==> src/hw/rtl/efd_pkg.sv <==
// Shared types and constants for the escaped frame deframer.
// Depends on nothing; every other file of the block imports it.
package efd_pkg;

   // Largest frame length that the byte count reports; it saturates here.
   localparam logic [9:0] MaxFrameBytes = 10'd512;

   // Result status codes.
   typedef enum logic [2:0] {
      STATUS_DATA     = 3'd0,
      STATUS_OK       = 3'd1,
      STATUS_BAD_SUM  = 3'd2,
      STATUS_BAD_CMD  = 3'd3,
      STATUS_ABORT    = 3'd4,
      STATUS_EMPTY    = 3'd5
   } efd_status_type;

   // Register indexes of the configuration port (byte address / 4).
   typedef enum logic [2:0] {
      REG_CHECK_ENABLE    = 3'd0,
      REG_DLE_BYTE        = 3'd1,
      REG_ESC_BYTE        = 3'd2,
      REG_STX_BYTE        = 3'd3,
      REG_ETX_BYTE        = 3'd4,
      REG_BEM_START_BYTE  = 3'd5,
      REG_BEM_END_BYTE    = 3'd6,
      REG_RECEIVE_COMMAND = 3'd7
   } efd_reg_type;

   // Configuration register values as seen by the parser.
   typedef struct packed {
      logic       check_enable;
      logic [7:0] dle_byte;
      logic [7:0] esc_byte;
      logic [7:0] stx_byte;
      logic [7:0] etx_byte;
      logic [7:0] bem_start_byte;
      logic [7:0] bem_end_byte;
      logic [7:0] receive_command;
   } efd_cfg_type;

   // One result item.
   typedef struct packed {
      logic [7:0]     out_byte;
      efd_status_type frame_status;
      logic [9:0]     frame_length;
   } efd_result_type;

endpackage

==> src/hw/rtl/escaped_frame_deframer_core.sv <==
// Escaped frame deframer top level: configuration registers, parser, result buffer.
// A transferred byte enters the input register; its result, decoded combinationally,
// goes to the buffer's output register. Throughput: one byte per cycle unless stalled.
// The two-entry result buffer absorbs results while the output stalls; once both
// entries are full the input stalls. Reset is synchronous and active high; it restores
// the register defaults and clears the frame state; there is no clearing pass.
module escaped_frame_deframer_core (
   input  logic        clock,
   input  logic        reset,
   input  logic        req_valid,
   output logic        req_stall,
   input  logic [7:0]  req_data_byte,
   output logic        rsp_valid,
   input  logic        rsp_stall,
   output logic [7:0]  rsp_out_byte,
   output logic [2:0]  rsp_frame_status,
   output logic [9:0]  rsp_frame_length,
   input  logic        csr_psel,
   input  logic        csr_penable,
   input  logic        csr_pwrite,
   input  logic [4:0]  csr_paddr,
   input  logic [31:0] csr_pwdata,
   output logic [31:0] csr_prdata,
   output logic        csr_pready
);
   import efd_pkg::*;

   efd_cfg_type    cfg;
   efd_result_type res;
   efd_result_type rsp_data;
   logic           res_valid;
   logic           buf_full;

   efd_csr u_csr (
      .clock       (clock),
      .reset       (reset),
      .csr_psel    (csr_psel),
      .csr_penable (csr_penable),
      .csr_pwrite  (csr_pwrite),
      .csr_paddr   (csr_paddr),
      .csr_pwdata  (csr_pwdata),
      .csr_prdata  (csr_prdata),
      .csr_pready  (csr_pready),
      .cfg         (cfg)
   );

   efd_parse u_parse (
      .clock         (clock),
      .reset         (reset),
      .cfg           (cfg),
      .req_valid     (req_valid),
      .req_stall     (req_stall),
      .req_data_byte (req_data_byte),
      .buf_full      (buf_full),
      .res_valid     (res_valid),
      .res           (res)
   );

   efd_out_buf u_out_buf (
      .clock     (clock),
      .reset     (reset),
      .res_valid (res_valid),
      .res       (res),
      .buf_full  (buf_full),
      .rsp_valid (rsp_valid),
      .rsp_stall (rsp_stall),
      .rsp_data  (rsp_data)
   );

   // Result fields onto their ports.
   assign rsp_out_byte     = rsp_data.out_byte;
   assign rsp_frame_status = rsp_data.frame_status;
   assign rsp_frame_length = rsp_data.frame_length;

endmodule

==> src/hw/rtl/efd_csr.sv <==
// Configuration registers of the deframer behind an APB-style port.
// Depends on efd_pkg for the register indexes and the configuration struct.
module efd_csr (
   input  logic                clock,
   input  logic                reset,
   input  logic                csr_psel,
   input  logic                csr_penable,
   input  logic                csr_pwrite,
   input  logic [4:0]          csr_paddr,
   input  logic [31:0]         csr_pwdata,
   output logic [31:0]         csr_prdata,
   output logic                csr_pready,
   output efd_pkg::efd_cfg_type cfg
);
   import efd_pkg::*;

   efd_cfg_type cfg_ff;
   efd_cfg_type cfg_in;
   efd_reg_type reg_index;
   logic        write_strobe;

   assign csr_pready   = 1'b1;
   assign reg_index    = efd_reg_type'(csr_paddr[4:2]);
   assign write_strobe = csr_psel && csr_penable && csr_pwrite;
   assign cfg          = cfg_ff;

   // Register write decode; a write lands in the access cycle.
   always_comb begin
      cfg_in = cfg_ff;
      if (write_strobe) begin
         unique case (reg_index)
            REG_CHECK_ENABLE:    cfg_in.check_enable    = csr_pwdata[0];
            REG_DLE_BYTE:        cfg_in.dle_byte        = csr_pwdata[7:0];
            REG_ESC_BYTE:        cfg_in.esc_byte        = csr_pwdata[7:0];
            REG_STX_BYTE:        cfg_in.stx_byte        = csr_pwdata[7:0];
            REG_ETX_BYTE:        cfg_in.etx_byte        = csr_pwdata[7:0];
            REG_BEM_START_BYTE:  cfg_in.bem_start_byte  = csr_pwdata[7:0];
            REG_BEM_END_BYTE:    cfg_in.bem_end_byte    = csr_pwdata[7:0];
            REG_RECEIVE_COMMAND: cfg_in.receive_command = csr_pwdata[7:0];
            default:             cfg_in = cfg_ff;
         endcase
      end
   end

   // Read-back multiplexer.
   always_comb begin
      unique case (reg_index)
         REG_CHECK_ENABLE:    csr_prdata = {31'd0, cfg_ff.check_enable};
         REG_DLE_BYTE:        csr_prdata = {24'd0, cfg_ff.dle_byte};
         REG_ESC_BYTE:        csr_prdata = {24'd0, cfg_ff.esc_byte};
         REG_STX_BYTE:        csr_prdata = {24'd0, cfg_ff.stx_byte};
         REG_ETX_BYTE:        csr_prdata = {24'd0, cfg_ff.etx_byte};
         REG_BEM_START_BYTE:  csr_prdata = {24'd0, cfg_ff.bem_start_byte};
         REG_BEM_END_BYTE:    csr_prdata = {24'd0, cfg_ff.bem_end_byte};
         REG_RECEIVE_COMMAND: csr_prdata = {24'd0, cfg_ff.receive_command};
         default:             csr_prdata = 32'd0;
      endcase
   end

   // Registers with their reset values.
   always_ff @(posedge clock) begin
      if (reset) begin
         cfg_ff.check_enable    <= 1'b1;
         cfg_ff.dle_byte        <= 8'd16;
         cfg_ff.esc_byte        <= 8'd27;
         cfg_ff.stx_byte        <= 8'd2;
         cfg_ff.etx_byte        <= 8'd3;
         cfg_ff.bem_start_byte  <= 8'd1;
         cfg_ff.bem_end_byte    <= 8'd10;
         cfg_ff.receive_command <= 8'd147;
      end else begin
         cfg_ff <= cfg_in;
      end
   end

endmodule

==> src/hw/rtl/efd_parse.sv <==
// Input register, frame state and per-byte decode of the deframer.
// Depends on efd_pkg for the configuration, status and result types.
module efd_parse (
   input  logic                   clock,
   input  logic                   reset,
   input  efd_pkg::efd_cfg_type   cfg,
   input  logic                   req_valid,
   output logic                   req_stall,
   input  logic [7:0]             req_data_byte,
   input  logic                   buf_full,
   output logic                   res_valid,
   output efd_pkg::efd_result_type res
);
   import efd_pkg::*;

   logic       s1_valid_ff, s1_valid_in;
   logic [7:0] s1_byte_ff;
   logic       escape_pending_ff, escape_pending_in;
   logic       in_frame_ff, in_frame_in;
   logic [7:0] byte_sum_ff, byte_sum_in;
   logic [7:0] first_byte_ff, first_byte_in;
   logic [9:0] byte_count_ff, byte_count_in;
   logic       advance;
   logic       accept;
   logic       is_escape;
   logic       do_start, do_end, do_take, do_abort, do_clear;
   logic [9:0] count_next;
   efd_status_type end_status;

   // The held byte moves on whenever the output buffer can take a result.
   assign advance   = s1_valid_ff && !buf_full;
   assign req_stall = s1_valid_ff && buf_full;
   assign accept    = req_valid && !req_stall;
   assign is_escape = (s1_byte_ff == cfg.dle_byte) || (s1_byte_ff == cfg.esc_byte);

   // Saturating byte count after taking one more data byte.
   assign count_next = (byte_count_ff < MaxFrameBytes) ? byte_count_ff + 10'd1
                                                       : byte_count_ff;

   // Frame verdict: empty first, then checksum, then command.
   always_comb begin
      priority if (byte_count_ff == 10'd0) end_status = STATUS_EMPTY;
      else if (cfg.check_enable && (byte_sum_ff != 8'd0)) end_status = STATUS_BAD_SUM;
      else if (first_byte_ff != cfg.receive_command) end_status = STATUS_BAD_CMD;
      else end_status = STATUS_OK;
   end

   // Decode of the held byte against the escape state.
   always_comb begin
      do_start          = 1'b0;
      do_end            = 1'b0;
      do_take           = 1'b0;
      do_abort          = 1'b0;
      do_clear          = 1'b0;
      escape_pending_in = escape_pending_ff;
      if (advance) begin
         if (escape_pending_ff) begin
            escape_pending_in = 1'b0;
            priority if (s1_byte_ff == cfg.stx_byte && !in_frame_ff) do_start = 1'b1;
            else if (s1_byte_ff == cfg.etx_byte && in_frame_ff) do_end = 1'b1;
            else if (s1_byte_ff == cfg.bem_start_byte && !in_frame_ff) do_start = 1'b1;
            else if (s1_byte_ff == cfg.bem_end_byte && in_frame_ff) do_end = 1'b1;
            else if (is_escape && in_frame_ff) do_take = 1'b1;
            else if (in_frame_ff) do_abort = 1'b1;
            else do_clear = 1'b1;
         end else if (is_escape) begin
            escape_pending_in = 1'b1;
         end else if (in_frame_ff) begin
            do_take = 1'b1;
         end
      end
   end

   // Frame state update and the result that goes with it.
   always_comb begin
      in_frame_in   = in_frame_ff;
      byte_sum_in   = byte_sum_ff;
      first_byte_in = first_byte_ff;
      byte_count_in = byte_count_ff;
      res_valid     = 1'b0;
      res.out_byte     = 8'd0;
      res.frame_status = STATUS_DATA;
      res.frame_length = byte_count_ff;
      if (do_start || do_end || do_abort || do_clear) begin
         in_frame_in   = do_start;
         byte_sum_in   = 8'd0;
         first_byte_in = 8'd0;
         byte_count_in = 10'd0;
      end
      if (do_take) begin
         if (byte_count_ff == 10'd0) begin
            first_byte_in = s1_byte_ff;
         end
         byte_sum_in      = byte_sum_ff + s1_byte_ff;
         byte_count_in    = count_next;
         res_valid        = 1'b1;
         res.out_byte     = s1_byte_ff;
         res.frame_length = count_next;
      end
      if (do_end) begin
         res_valid        = 1'b1;
         res.frame_status = end_status;
      end
      if (do_abort) begin
         res_valid        = 1'b1;
         res.frame_status = STATUS_ABORT;
      end
   end

   assign s1_valid_in = accept || (s1_valid_ff && !advance);

   // Input register and frame state.
   always_ff @(posedge clock) begin
      if (reset) begin
         s1_valid_ff       <= 1'b0;
         escape_pending_ff <= 1'b0;
         in_frame_ff       <= 1'b0;
         byte_sum_ff       <= 8'd0;
         first_byte_ff     <= 8'd0;
         byte_count_ff     <= 10'd0;
      end else begin
         s1_valid_ff       <= s1_valid_in;
         escape_pending_ff <= escape_pending_in;
         in_frame_ff       <= in_frame_in;
         byte_sum_ff       <= byte_sum_in;
         first_byte_ff     <= first_byte_in;
         byte_count_ff     <= byte_count_in;
      end
   end

   // The byte itself needs no reset.
   always_ff @(posedge clock) begin
      if (accept) begin
         s1_byte_ff <= req_data_byte;
      end
   end

endmodule

==> src/hw/rtl/efd_out_buf.sv <==
// Two-entry result buffer: an output register and a skid register.
// Depends on efd_pkg for the result type.
module efd_out_buf (
   input  logic                    clock,
   input  logic                    reset,
   input  logic                    res_valid,
   input  efd_pkg::efd_result_type res,
   output logic                    buf_full,
   output logic                    rsp_valid,
   input  logic                    rsp_stall,
   output efd_pkg::efd_result_type rsp_data
);
   import efd_pkg::*;

   logic           head_valid_ff, head_valid_in;
   logic           skid_valid_ff, skid_valid_in;
   efd_result_type head_ff, head_in;
   efd_result_type skid_ff, skid_in;
   logic           pop;

   assign pop       = head_valid_ff && !rsp_stall;
   assign buf_full  = skid_valid_ff;
   assign rsp_valid = head_valid_ff;
   assign rsp_data  = head_ff;

   // A new result only arrives while the skid register is empty.
   always_comb begin
      head_valid_in = head_valid_ff;
      skid_valid_in = skid_valid_ff;
      head_in       = head_ff;
      skid_in       = skid_ff;
      if (pop) begin
         if (skid_valid_ff) begin
            head_in       = skid_ff;
            skid_valid_in = 1'b0;
         end else begin
            head_valid_in = res_valid;
            head_in       = res;
         end
      end else if (res_valid) begin
         if (!head_valid_ff) begin
            head_valid_in = 1'b1;
            head_in       = res;
         end else begin
            skid_valid_in = 1'b1;
            skid_in       = res;
         end
      end
   end

   always_ff @(posedge clock) begin
      if (reset) begin
         head_valid_ff <= 1'b0;
         skid_valid_ff <= 1'b0;
      end else begin
         head_valid_ff <= head_valid_in;
         skid_valid_ff <= skid_valid_in;
      end
   end

   always_ff @(posedge clock) begin
      head_ff <= head_in;
      skid_ff <= skid_in;
   end

endmodule

==> config.mk <==
export PLATFORM = sky130hd
export DESIGN_NAME = escaped_frame_deframer_core
export DESIGN_NICKNAME = d
export VERILOG_FILES = /design/src/hw/rtl/efd_pkg.sv /design/src/hw/rtl/escaped_frame_deframer_core.sv /design/src/hw/rtl/efd_csr.sv /design/src/hw/rtl/efd_parse.sv /design/src/hw/rtl/efd_out_buf.sv
export SDC_FILE = /design/constraint.sdc
export NUM_CORES = 1
export LEC_CHECK = 0
export BUFFER_PORTS_ARGS = -buffer_cell sky130_fd_sc_hd__buf_4
export CAP_MARGIN = 5
export CORE_MARGIN = 4
export CORE_UTILIZATION = 52
export DETAILED_ROUTE_END_ITERATION = 8
export PLACE_DENSITY_LB_ADDON = 0.15
export SETUP_SLACK_MARGIN = 0.15
export SYNTH_ARGS = -nofsm -noshare
export SYNTH_HDL_FRONTEND = slang
export SYNTH_SLANG_ARGS = --single-unit
==> constraint.sdc <==
create_clock -name clock -period 2.9 [get_ports clock]
set_input_delay 0.29 -clock clock [delete_from_list [all_inputs] [get_ports clock]]
set_output_delay 0.29 -clock clock [all_outputs]
set_load 0.01 [all_outputs]
After elaboration in Yosys (flattened, before gate mapping)
Cells that the tools add are included.
{"block": "totals", "ff_bits": 138, "in_bits": 52, "out_inout_bits": 56, "elab_cells": 147}
{"block": "op_classes", "n_addsub": 2, "n_lt_le_gt_ge": 1, "n_eq_ne": 16, "mux": 63, "bitwise": 1, "reduce_logical": 41}
{"op": "$pmux 32 s8", "count": 1}
{"op": "$mux 21", "count": 4}
{"op": "$eq 8x8->1", "count": 6}
{"op": "$mux 8", "count": 6}
{"op": "$mux 1", "count": 43}
{"op": "$mux 10", "count": 4}
{"op": "$reduce_and 2->1", "count": 11}
{"op": "$logic_and 1x1->1", "count": 13}
{"op": "$eq 3x3->1 const B", "count": 4}
{"op": "$mux 3", "count": 4}
{"op": "$add 10x1->10 const B", "count": 1}
{"op": "$logic_not 10->1", "count": 1}
{"op": "$lt 10x10->1 const B", "count": 1}
{"op": "$add 8x8->8", "count": 1}
{"op": "$ne 8x8->1", "count": 1}
{"op": "$reduce_bool 8->1", "count": 1}
{"op": "$eq 3x2->1 const B", "count": 2}
{"op": "$logic_not 1->1", "count": 5}
{"op": "$logic_or 1x1->1", "count": 5}
{"op": "$ne 2x2->1 const B", "count": 2}
{"op": "$reduce_bool 2->1", "count": 2}
{"op": "$eq 3x1->1 const B", "count": 1}
{"op": "$logic_not 3->1", "count": 1}
{"op": "$reduce_and 3->1", "count": 1}
{"op": "3 further kinds", "count": 3}

Depth between registers and ports, before layout
{"block": "depth", "depth_word": 15, "ltp_mapped": 9}

Hierarchy
A second synthesis with hierarchy kept.
{"block": "hier_totals", "hier_cells": 723, "hier_area_um2": 7596.0}
{"module": "efd_parse", "n_inst": 1, "cells_each": 352, "area_each_um2": 2974.1, "seq_area_each_um2": 820.8}
{"module": "efd_csr", "n_inst": 1, "cells_each": 295, "area_each_um2": 2922.8, "seq_area_each_um2": 1141.1}
{"module": "efd_out_buf", "n_inst": 1, "cells_each": 76, "area_each_um2": 1699.1, "seq_area_each_um2": 1301.2}

Worst setup path after synthesis
OpenSTA, ideal clock, no wires.
{"block": "synth_path", "path_kind": "register to register", "from": "register u_parse.s1_byte_ff[1]", "to": "register u_out_buf.head_ff, in the netlist u_out_buf.rsp_data[0], enable pin", "setup_time_ps": 403, "arrival_ps": 2397, "t_required_ps": 2497, "slack_ps": 100, "stages_incl_launch_ff": 9, "path_buffers": 2, "cell_sequence": "edfxtp_1 > buf_4 > xor2_1 > nor4_2 > a22o_4 > buf_8 > nand2_1 > nand2_1 > o21bai_1"}
{"block": "synth_between", "elab_chain_cells": 15, "word_cells_on_any_way": 38}
{"item": "from (decl)", "line": "efd_parse.sv:17", "source": "logic [7:0] s1_byte_ff;"}
{"item": "from (signal assigned)", "line": "efd_parse.sv:134", "source": "s1_byte_ff <= req_data_byte;"}
{"item": "$eq 8x8->1", "line": "efd_parse.sv:34", "source": "assign is_escape = (s1_byte_ff == cfg.dle_byte) || (s1_byte_ff == cfg.esc_byte);"}
{"item": "$logic_or 1x1->1", "line": "efd_parse.sv:34"}
{"item": "$logic_and 1x1->1", "line": "efd_parse.sv:63", "source": "else if (is_escape && in_frame_ff) do_take = 1'b1;"}
{"item": "$mux 1", "line": "efd_parse.sv:63"}
{"item": "$mux 1", "line": "efd_parse.sv:62", "source": "else if (s1_byte_ff == cfg.bem_end_byte && in_frame_ff) do_end = 1'b1;"}
{"item": "$mux 1", "line": "efd_parse.sv:61", "source": "else if (s1_byte_ff == cfg.bem_start_byte && !in_frame_ff) do_start = 1'b1;"}
{"item": "$mux 1", "line": "efd_parse.sv:60", "source": "else if (s1_byte_ff == cfg.etx_byte && in_frame_ff) do_end = 1'b1;"}
{"item": "$mux 1", "line": "efd_parse.sv:59", "source": "priority if (s1_byte_ff == cfg.stx_byte && !in_frame_ff) do_start = 1'b1;"}
{"item": "$mux 1", "line": "efd_parse.sv:57", "source": "if (escape_pending_ff) begin"}
{"item": "$mux 1", "line": "efd_parse.sv:56", "source": "if (advance) begin"}
{"item": "$mux 1", "line": "efd_parse.sv:90", "source": "if (do_take) begin"}
{"item": "$mux 1", "line": "efd_parse.sv:100", "source": "if (do_end) begin"}
{"item": "$mux 1 *", "line": "efd_parse.sv:104", "source": "if (do_abort) begin"}
{"item": "$reduce_bool 2->1 (no line) *"}
{"item": "$reduce_and 2->1 (no line) *"}
{"item": "to (signal assigned)", "line": "efd_out_buf.sv:62", "source": "head_ff <= head_in;"}
{"item": "to (decl)", "line": "efd_out_buf.sv:17", "source": "efd_result_type head_ff, head_in;"}
Mark *: on every way between the ends. The rest lies on a longest branch, timed or not.
A chain may end at the register's enable or synchronous reset.

==> impl_metrics.csv <==
group,metric,value,unit
timing,min_period,2.59,ns
floorplan,core,13800,um^2
synthesis,yosysMostFrequentCell,"dfxtp_1",
critical_path,end_kind,"flop",
floorplan,die_w,127,um
synthesis,synth_common_cells,"dfxtp_1, nor2_1, mux2i_1",
placement,gp_congestion,0.904,
synthesis,seq_area_frac_synth,44.6,%
placement,place_ws,0.0916,ns
route,via_per_inst,5.79,
timing,fin_skew,0.0100,ns
route,wl_met3,1220,um
clock_network,cts_made_buffers,17,
layout,syn_to_final_growth,15.1,%
route,via_count,5564,
floorplan,dieArea,16000,um^2
global_route,first_global_vias,5175,
synthesis,ys_ff_latch,138,
route,drt-initial-drc-count,485,
timing,rsz0062_at_grt,"no",
timing,maxSlewViolCount,0,
layout,drive_gt1_share,19.2,%
clock_network,htreeDepth,4,
synthesis,yosysTopAreaCell,"dfxtp_1",
timing,setup_tns,0,ns
clock_network,cts.sinks,138,
layout,antenna_cells,0,
critical_path,setup.worst_path.class,"flop to flop",
outcome,status,"finished, final reports clean",
power,finalPower,4.27,mW
timing,setup_viol,0,
floorplan,rows,43,
clock_network,holdBufCountCts,0,
timing,fmax,0.387,GHz
synthesis,syn_inst,704,
route,top_layer_used,"met4",
synthesis,synth.avg_cell_area,10.4,um^2
power,ir_drop,0.390,mV
route,dr.pass1.iters,5,
synthesis,ys_types,71,
route,finalWirelength,17600,um
global_route,grt_pass1_wl,27800,um
synthesis,yosys.area.top_type_share,24.1,%
route,drc_errors,0,
placement,hpwl,12600,um
route,avgRoutedWirePerCell,18.3,um
clock_network,cts_tree,"yes",
synthesis,ys_warn_count,0,
floorplan,io_pins,108,
layout,final.fill_count,1146,
clock_network,root_buffer,"clkbuf_16",
synthesis,async_flop_share,0,%
critical_path,critPathMaxFanout,25,
timing,setup_slack,0.314,ns
job,drv_cap,0,
synthesis,synth_edf_count,50,
route,met2_length,8410,um
synthesis,mappedNetlistArea,7320,um^2
hold_path,hold_path.class,"primary input to flop",
power,powerDensity,507,nW/um^2
timing,hold_violations,0,
timing,worst_pin_slew,0.868,ns
clock_network,clk_latency,0.43,ns
timing,max_slew_margin,42.1,%
global_route,track_usage,22.0,%
critical_path,cp-start-kind,"flop",
layout,nets,830,
critical_path,crit_required,3.07,ns
placement,placed_cell_area,7820,um^2
critical_path,r2r_slack,0.31,ns
global_route,antenna_found_initial,0,
global_route,grt_start_max_net_pins,64,
floorplan,start_util,52.9,%
power,cellLeakagePower,3.32,nW
layout,design_area,8420,um^2
clock_network,clk_path_buf_depth,2,
floorplan,die_h,127,um
synthesis,synth_area_leaders,"dfxtp_1, edfxtp_1, mux2i_1",
clock_network,clk_pin_slew,0.06,ns
global_route,gr-total-overflow,0,
timing,timing.final.crit_share,89.2,%
critical_path,cp.arrival,2.76,ns
route,postRouteAntennaNets,0,
route,met1_length,7600,um
placement,port_buffers,56,
timing,whs,0.0397,ns
synthesis,synth_flop_cell,"dfxtp_1",
[final cells by class]
class	count	area (um^2)	share of cell area, %
repair buffers	88	661	7.84
clock inverters	10	77.6	0.921
inverters	18	67.6	0.802
well taps	180	225	2.67
multi-input cells	505	3680	43.7
clock buffers	22	444	5.27
flip-flops and latches	138	3260	38.7
[registers in the layout, summed over array words and instances, names as in the netlist]
name                       flops
u_out_buf.buf_full             1
u_parse.in_frame_ff            1
u_parse.s1_valid_ff            1
u_parse.escape_pending_ff      1
u_out_buf.skid_ff             21
u_out_buf.rsp_valid            1
u_csr.cfg                     57
u_parse.first_byte_ff          8
u_parse.s1_byte_ff             8
u_out_buf.rsp_data            21
u_parse.byte_count_ff         10
u_parse.byte_sum_ff            8
[cells by family (layout without fill, tap and decap cells)]
logic type	after synthesis	count (layout)	synth area share, %
XOR/XNOR	68	68	8.34
flip-flops	138	138	44.6
multiplexers	79	79	12.2
adder cells (fa/ha/maj)	10	10	1.81
other	2	25	0.103
AND/OR/NAND/NOR	215	215	15.2
AO/OA/AOI/OAI	108	108	11.1
buffers and inverters	84	138	6.68
[worst paths after layout]
| check | to | cells after the start | start |
|---|---|---|---|
| hold / removal | u_parse.s1_byte_ff[2]$_DFFE_PP_ | 1 | req_data_byte[2] |
| hold reg to reg | u_parse.byte_sum_ff[0]$_SDFFE_PP0P_ | 2 | u_parse.byte_sum_ff[0]$_SDFFE_PP0P_ |
| setup / recovery | u_out_buf.rsp_data[18]$_DFFE_PP_ | 7 | u_parse.s1_byte_ff[5]$_DFFE_PP_ |
| setup reg to reg | u_out_buf.rsp_data[18]$_DFFE_PP_ | 7 | u_parse.s1_byte_ff[5]$_DFFE_PP_ |
[where the power goes]
part	switching (mW)	leakage (nW)	internal, mW	total [mW]
Clock	0.796	0.254	1.16	1.96
Sequential	0.0210	1.21	2.01	2.03
Combinational	0.167	1.87	0.112	0.279
Total	0.984	3.32	3.28	4.27
[placed cells by master, fill, tap and decap left out, drive strengths merged, types with 10 or more instances in the layout]
cell	netlist	routed
dfxtp	88	88
edfxtp	50	50
clkbuf	26	22
inv	18	18
and2	12	12
mux2	11	11
nor2	64	64
xor2	43	43
buf	40	88
nor2b	16	16
nor4	16	16
nand3	20	20
conb	2	25
a21oi	29	29
o21ai	13	13
nand4	10	10
mux2i	61	61
xnor2	25	25
nand2	48	48
[worst max-delay path: stages (launching register included)]
cell and delay, ns:
edfxtp_1 0.51, buf_4 0.20, xor2_2 0.15, nor4_4 0.36
nand4_4 0.22, and4_1 0.31, o21a_4 0.32, a22o_1 0.26
[through the flow]
stage | util, % | instances
2_1_floorplan | - | 727
3_3_place_gp | 56.6 | 922
3_5_place_dp | 56.6 | 922
4_1_cts | 60.4 | 954
5_1_grt | 60.9 | 961
6_report | 60.9 | 961
[metal layers]
| metal | vias up | GRT usage, % |
|---|---|---|
| met5 | - | 0 |
| met4 | 0 | 7.51 |
| met3 | 34 | 4.25 |
| met2 | 227 | 34.9 |
| met1 | 2689 | 30.4 |
| li1 | 2614 | - |
[repair_timing]
item                                    4_1_cts  5_1_grt
pin swaps                                     0        0
endpoints found under the setup margin       21        5
resized for setup                             1        3
setup buffers                                 0        7
No activity file was read; power rests on OpenSTA's default activity.
